`src/rtl/core/pcsl_pkg.sv`:
```
// ----------------------------------------------------------------------------
// pcsl_pkg
// Shared types, constants and helpers for the clamped, slew-limited PID block.
// ----------------------------------------------------------------------------
package pcsl_pkg;

   // register indexes on the csr channel
   localparam logic [2:0] CSR_KP    = 3'd0;
   localparam logic [2:0] CSR_KI    = 3'd1;
   localparam logic [2:0] CSR_KD    = 3'd2;
   localparam logic [2:0] CSR_LIMIT = 3'd3;
   localparam logic [2:0] CSR_SLEW  = 3'd4;

   localparam int CSR_IDX_W  = 3;
   localparam int CSR_DATA_W = 48;

   // reset values of the limit registers
   localparam logic [30:0] LIMIT_RESET = 31'h7FFF_FFFF;
   localparam logic [46:0] SLEW_RESET  = 47'h7FFF_FFFF_FFFF;

   // magnitude cap for every scaled product: 2^40
   localparam logic [40:0] MAG_CAP = 41'h100_0000_0000;

   // products formed on the shared limb multiplier
   typedef enum logic [2:0] {
      OP_D,    // |kd| * |e - e_prev|, then divided by dt
      OP_P,    // |kp| * |e|
      OP_S,    // slew * dt
      OP_I1,   // |ki| * |e + e_prev|
      OP_I2    // previous product * dt
   } op_type;

   typedef struct packed {
      logic   load_in;
      logic   prep;
      logic   mul;
      logic   acc;
      logic   fin;
      logic   comb_i;
      logic   comb_s;
      logic   comb_r;
      logic   out_load;
      op_type op;
      logic [1:0] limb;
   } cmd_type;

   typedef struct packed {
      logic started;
      logic div_done;
   } status_type;

   // number of 32-bit limbs of the wide operand per product
   function automatic logic [1:0] op_limbs(input op_type op);
      logic [1:0] n;
      case (op)
         OP_P:    n = 2'd1;
         OP_I2:   n = 2'd3;
         default: n = 2'd2;
      endcase
      return n;
   endfunction

   // saturate a magnitude at 2^40
   function automatic logic [40:0] sat_mag(input logic [68:0] v);
      logic [40:0] r;
      if (v > 69'(MAG_CAP)) r = MAG_CAP;
      else                  r = v[40:0];
      return r;
   endfunction

endpackage

```
`src/rtl/core/pcsl_ctrl.sv`:
```
// ----------------------------------------------------------------------------
// pcsl_ctrl
// Sequencer: input accept, product schedule, divider wait, result hand-off.
// ----------------------------------------------------------------------------
module pcsl_ctrl (
   input  logic                 clock,
   input  logic                 reset,
   input  logic                 req_valid,
   output logic                 req_ready,
   output logic                 rsp_valid,
   input  logic                 rsp_ready,
   input  pcsl_pkg::status_type status,
   output pcsl_pkg::cmd_type    cmd
);

   typedef enum logic [3:0] {
      ST_IDLE, ST_PREP, ST_MUL, ST_ACC, ST_FIN, ST_DIVW,
      ST_COMB_I, ST_COMB_S, ST_COMB_R, ST_DONE
   } state_type;

   state_type        state_ff, state_in;
   pcsl_pkg::op_type op_ff, op_in;
   logic [1:0]       cnt_ff, cnt_in;
   logic             rsp_valid_ff, rsp_valid_in;
   logic             accept;
   logic             out_load;
   logic             last_limb;

   assign req_ready = (state_ff == ST_IDLE);
   assign accept    = req_valid && req_ready;
   assign out_load  = (state_ff == ST_DONE) && (!rsp_valid_ff || rsp_ready);
   assign last_limb = (cnt_ff == 2'(pcsl_pkg::op_limbs(op_ff) - 2'd1));

   // next state
   always_comb begin
      state_in     = state_ff;
      op_in        = op_ff;
      cnt_in       = cnt_ff;
      rsp_valid_in = rsp_valid_ff && !rsp_ready;
      if (out_load) rsp_valid_in = 1'b1;
      unique case (state_ff)
         ST_IDLE:   if (accept) state_in = status.started ? ST_PREP : ST_DONE;
         ST_PREP: begin
            op_in    = pcsl_pkg::OP_D;
            cnt_in   = 2'd0;
            state_in = ST_MUL;
         end
         ST_MUL:    state_in = ST_ACC;
         ST_ACC: begin
            if (last_limb) state_in = ST_FIN;
            else begin
               cnt_in   = cnt_ff + 2'd1;
               state_in = ST_MUL;
            end
         end
         ST_FIN: begin
            cnt_in   = 2'd0;
            state_in = ST_MUL;
            case (op_ff)
               pcsl_pkg::OP_D:  op_in = pcsl_pkg::OP_P;
               pcsl_pkg::OP_P:  op_in = pcsl_pkg::OP_S;
               pcsl_pkg::OP_S:  op_in = pcsl_pkg::OP_I1;
               pcsl_pkg::OP_I1: op_in = pcsl_pkg::OP_I2;
               default:         state_in = ST_DIVW;
            endcase
         end
         ST_DIVW:   if (status.div_done) state_in = ST_COMB_I;
         ST_COMB_I: state_in = ST_COMB_S;
         ST_COMB_S: state_in = ST_COMB_R;
         ST_COMB_R: state_in = ST_DONE;
         ST_DONE:   if (out_load) state_in = ST_IDLE;
         default:   state_in = ST_IDLE;
      endcase
   end

   // state and registered outputs
   always_ff @(posedge clock) begin
      if (reset) begin
         state_ff     <= ST_IDLE;
         op_ff        <= pcsl_pkg::OP_D;
         cnt_ff       <= '0;
         rsp_valid_ff <= 1'b0;
      end else begin
         state_ff     <= state_in;
         op_ff        <= op_in;
         cnt_ff       <= cnt_in;
         rsp_valid_ff <= rsp_valid_in;
      end
   end

   // datapath commands
   always_comb begin
      cmd          = '0;
      cmd.load_in  = accept;
      cmd.prep     = (state_ff == ST_PREP);
      cmd.mul      = (state_ff == ST_MUL);
      cmd.acc      = (state_ff == ST_ACC);
      cmd.fin      = (state_ff == ST_FIN);
      cmd.comb_i   = (state_ff == ST_COMB_I);
      cmd.comb_s   = (state_ff == ST_COMB_S);
      cmd.comb_r   = (state_ff == ST_COMB_R);
      cmd.out_load = out_load;
      cmd.op       = op_ff;
      cmd.limb     = cnt_ff;
   end

   assign rsp_valid = rsp_valid_ff;

   a_rsp_from_done: assert property (@(posedge clock) disable iff (reset)
      $rose(rsp_valid_ff) |-> $past(state_ff == ST_DONE))
      else $error("result raised outside hand-off");

   a_limb_range: assert property (@(posedge clock) disable iff (reset)
      (state_ff == ST_MUL) |-> (cnt_ff < pcsl_pkg::op_limbs(op_ff)))
      else $error("limb index out of range");

   a_div_before_comb: assert property (@(posedge clock) disable iff (reset)
      (state_ff == ST_COMB_I) |-> $past(status.div_done))
      else $error("terms combined before divide finished");

endmodule

```
`config.mk`:
```
export PLATFORM = sky130hd
export DESIGN_NAME = pcsl_ctrl
export DESIGN_NICKNAME = d
export VERILOG_FILES = /design/src/rtl/core/pcsl_pkg.sv /design/src/rtl/core/pcsl_ctrl.sv
export SDC_FILE = /design/constraint.sdc
export NUM_CORES = 1
export LEC_CHECK = 0
export ABC_AREA = 1
export ABC_CLOCK_PERIOD_IN_PS = 1100
export BUFFER_PORTS_ARGS = -buffer_cell sky130_fd_sc_hd__buf_2
export CAP_MARGIN = 0
export CORE_MARGIN = 2
export CORE_UTILIZATION = 43
export CTS_CLUSTER_SIZE = 14
export DETAILED_ROUTE_END_ITERATION = 16
export GPL_TIMING_DRIVEN = 0
export HOLD_SLACK_MARGIN = 0.03
export PLACE_DENSITY = 0.72
export SLEW_MARGIN = 20
export SYNTH_ARGS = -nofsm -noshare
export SYNTH_HDL_FRONTEND = slang
export SYNTH_SLANG_ARGS = --single-unit
export TNS_END_PERCENT = 1
```
`constraint.sdc`:
```
create_clock -name clock -period 1.1 [get_ports clock]
set_input_delay 0.055 -clock clock [delete_from_list [all_inputs] [get_ports clock]]
set_output_delay 0.055 -clock clock [all_outputs]
set_load 0.05 [all_outputs]
```
# [Word level (Yosys, flattened, before mapping)]
# Cells that the tools add are included.
[totals] reg_bits=10 input_bits=6 out_inout_bits=16 wordCells=53
[op_classes] n_addsub=2 eq_ne=19 muxes=13 n_reduce_logical=15
[ops] cell="4-bit case mux with 10 select lines" n=1
[ops] cell="4-bit by 3-bit == test with 1-bit output (second input constant)" n=4
[ops] cell="4-bit two-way mux" n=4
[ops] cell="3-bit case mux with 4 select lines" n=1
[ops] cell="4-bit by 2-bit == test with 1-bit output (second input constant)" n=2
[ops] cell="4-bit == test (second input constant)" n=2
[ops] cell="2-bit case mux with 2 select lines" n=2
[ops] cell="3-bit by 2-bit == test with 1-bit output (second input constant)" n=2
[ops] cell="3-bit two-way mux" n=2
[ops] cell="2-bit inequality test (second input constant)" n=3
[ops] cell="3-bit case mux with 2 select lines" n=1
[ops] cell="5-bit by 1-bit inequality test with 1-bit output (second input constant)" n=1
[ops] cell="4-bit by 1-bit == test with 1-bit output (second input constant)" n=1
[ops] cell="4-bit logical NOT" n=1
[ops] cell="2-bit AND reduction" n=2
[ops] cell="2-bit nonzero test" n=2
[ops] cell="4-bit OR reduction" n=1
[ops] cell="3-bit by 1-bit == test with 1-bit output (second input constant)" n=1
[ops] cell="3-bit == test (second input constant)" n=1
[ops] cell="1-bit logical AND" n=3
[ops] cell="3-bit logical NOT" n=1
[ops] cell="3-bit AND reduction" n=1
[ops] cell="2-bit by 1-bit adder with 2-bit output (second input constant)" n=1
[ops] cell="2-bit == test" n=1
[ops] cell="other kinds (7)" n=8

# [Depth between registers and ports, before layout]
[depth] ltp_word=6 mapped_depth=9

# [Least setup slack after synthesis]
# No wires, ideal clock.
[synth_timing] kind="register to register" startpoint="register state_ff[3]" endpoint="register state_ff[3]" setup_ns=0.069 arrival_time_ns=1.901 t_required_ns=1.031 path_slack_ns=-0.871 stages_incl_launch_ff=6 path_buffers=0 period_less_slack_ns=1.971 path_cell_list="dfxtp_1 > inv_2 > nand2_2 > nor3_1 > nor3_1 > nor2_1"
[synth_lines] item="from (decl)" line="pcsl_ctrl.sv:21" text="state_type state_ff, state_in;"
[synth_lines] item="from (signal assigned)" line="pcsl_ctrl.sv:84" text="state_ff <= state_in;"

# [Worst setup path after layout]
[layout_timing] startpoint="register state_ff[3]" endpoint="output port cmd[5] (netlist bit)"
[layout_via] elab_chain_len=2
[layout_lines] item="4-bit == test" line="pcsl_ctrl.sv:31" text="assign out_load = (state_ff == ST_DONE) && (!rsp_valid_ff || rsp_ready);"
[layout_lines] item="1-bit logical AND" line="pcsl_ctrl.sv:31"
[layout_lines] item="to (decl)" line="pcsl_ctrl.sv:13" text="output pcsl_pkg::cmd_type cmd"
# No other way between the ends.

==> results.toml <==
[cells_and_area]
fill_cells = 124
antenna_cells = 0
num-nets-final = 139
area_growth_pct = 58.43
fin_area_sq_um = 1035
drive_above_1_share_pct = 50.38

[sta]
grt_setup_unrepaired = "yes"
finalCritPeriodShare_pct = 118.6
slew_violations = 0
setup_ws_ns = -0.2042
worst_slew_pin_slew_ns = 0.4154
max_freq_mhz = 766.8
timing.hold.ws_ns = 0.1482
finalHoldViolations = 0
clock_skew_ns = 0.007999
max-slew-margin-rel_pct = 72.31
finalSetupViolCount = 18
fin_setup_tns_ns = -1.750
fin_crit_ns = 1.304

[cts]
clkTransAtPathRegs_ns = 0.06
h-tree-depth = 1
cts_tree = "done"
cts_hold_buf = 0
cts-root-buf = "clkbuf_4"
clock_latency_ns = 0.26
numCtsBuffers = 3
numClockSinks = 10
cts.path.max_buffers = 2

[worst_setup_path]
cp_data_required_time_ns = 1.04
end_kind = "output pin"
cp_max_fo = 8
crit_arrival_ns = 1.25
worstSetupPathType = "reg2out"
cp-start-kind = "flop"

[run_status]
status = "finished, violations left"
violations = "setup timing"

[logic_synthesis]
yosysSeqAreaShare_pct = 30.65
synth_nets = 113
synth_cells = 107
ys_types = 19
synth.cell_area_sq_um = 653.1
yosys_warnings = 0
ys_seq_elements = 10
avgSynthCellArea_sq_um = 6.104

[placement]
dp_slack_ns = -0.3318
port_buffers = 20
hpwl_um = 1175
gp_congestion = 0.7842
place_area_sq_um = 819.5

[flow_run]
timing.max_cap.violations = 0

[drt]
drc_errors = 0
wirelength_um = 1632
num_vias = 747
viasPerCell = 5.082
initialDrtViolationCount = 4
antenna_left = 0
wire_per_inst_um = 11.10
drt-pass1-iter-count = 2

[floorplan]
fp.dieW_um = 42.98
dieHeight_um = 42.98
ios = 22
core_sq_um = 1471
start_util_pct = 44.39
die_area_sq_um = 1847
rows = 14

[global_routing]
gr-total-overflow = 0
antenna_found_initial = 0
grt_pass1_vias = 691
track_usage_pct = 19.51
grt_max_degree = 10
grt_pass1_wl_um = 2801

[power_and_ir_drop]
leakagePower_nw = 0.4770
irDropWorstVdd_v = 0.001013
power_density_nw_per_um2 = 1783

[min_path]
hp-class = "in2reg"
[cells in the final DEF, fill, tap and decap left out, types with 2 or more instances in the layout]
cell	count
nand2_1	20
nor2_1	13
buf_2	10
inv_1	9
a21oi_1	8
inv_2	6
buf_6	6
dfxtp_4	5
nor2_4	4
nand3_2	4
buf_4	4
nand2_4	3
nand4_1	3
nor2_2	3
nand3_1	3
nor3_1	3
clkbuf_4	3
dfxtp_2	3
buf_8	3
inv_6	2
nor3_2	2
nand2_2	2
dfxtp_1	2
[stage by stage]
step,power [mW],utilization (%),instances
2_1_floorplan,1.179,-,107
3_3_place_gp,1.318,55.70,143
3_5_place_dp,1.332,55.70,143
4_1_cts,1.732,64.37,147
5_1_grt,1.951,70.32,147
6_report,1.844,70.32,147
[critical path: stages (launching register included)]
cell and delay, ns:
dfxtp_4 0.37, inv_6 0.06, nor4_4 0.27, buf_4 0.15
buf_8 0.13
[per-layer routing]
layer,global-route usage (%),share of wire (%),vias up
met5,0,0,-
met4,7.879,0.86,0
met3,2.979,3.2,2
met2,31.52,52,14
met1,25.85,44,339
li1,-,-,392
[worst paths after layout]
path | start | end | slack, ns | cells after the start
setup / recovery | state_ff[3] | cmd[5] | -0.20 | 4
hold / removal | rsp_ready | rsp_valid | 0.15 | 4
setup reg to reg | state_ff[2] | op_ff[2] | -0.17 | 7
hold reg to reg | cnt_ff[1] | cnt_ff[1] | 0.49 | 2
[area by class of cell]
cell class	instances	area, sq um	share of cell area [%]
buffer	3	18.77	1.814
clock buffer	3	22.52	2.177
inverter	17	73.82	7.134
multi-input combinational	77	499.2	48.25
sequential	10	222.7	21.52
tap	16	20.02	1.935
timing repair buffer	21	177.7	17.17
[flip-flops by register name, indices dropped and copies added (netlist names)]
| name | flops |
|---|---|
| state_ff | 4 |
| op_ff | 3 |
| cnt_ff | 2 |
| rsp_valid | 1 |
[synthesized netlist by cell type]
cell	n	area share (%)
nor4_1	1	0.96
o21ai_0	2	1.5
nor2_1	19	11
nor2_2	1	0.96
a21oi_1	9	6.9
inv_1	13	7.5
nor2_8	1	3.1
clkbuf_1	1	0.57
nand2_1	24	14
nand3_1	6	4.6
nand3_2	1	1.5
nor3_1	6	4.6
nand4_1	3	2.9
buf_4	2	2.3
nand2_2	2	1.9
a211oi_2	1	1.9
o211ai_1	1	1.1
inv_2	4	2.3
dfxtp_1	10	31
[logic make-up after synthesis]
logic type | Yosys count | share of synthesized area (%)
flip-flops | 10 | 30.65
buffers and inverters | 20 | 12.64
AND/OR/NAND/NOR | 64 | 45.21
AO/OA/AOI/OAI | 13 | 11.49
[repair_timing]
action / 4_1_cts / 5_1_grt
setup buffers: 1 / 0
endpoints found under the setup margin: 19 / 19
pin swaps: 1 / 3
gates resized for setup: 34 / 24
[where the power goes]
group          total (mW)  internal (mW)  switching (mW)
Combinational        1.12          0.383           0.736
Sequential          0.488          0.415          0.0731
Clock               0.237          0.126           0.111
Note: power is estimated with default switching activity, not from simulation.
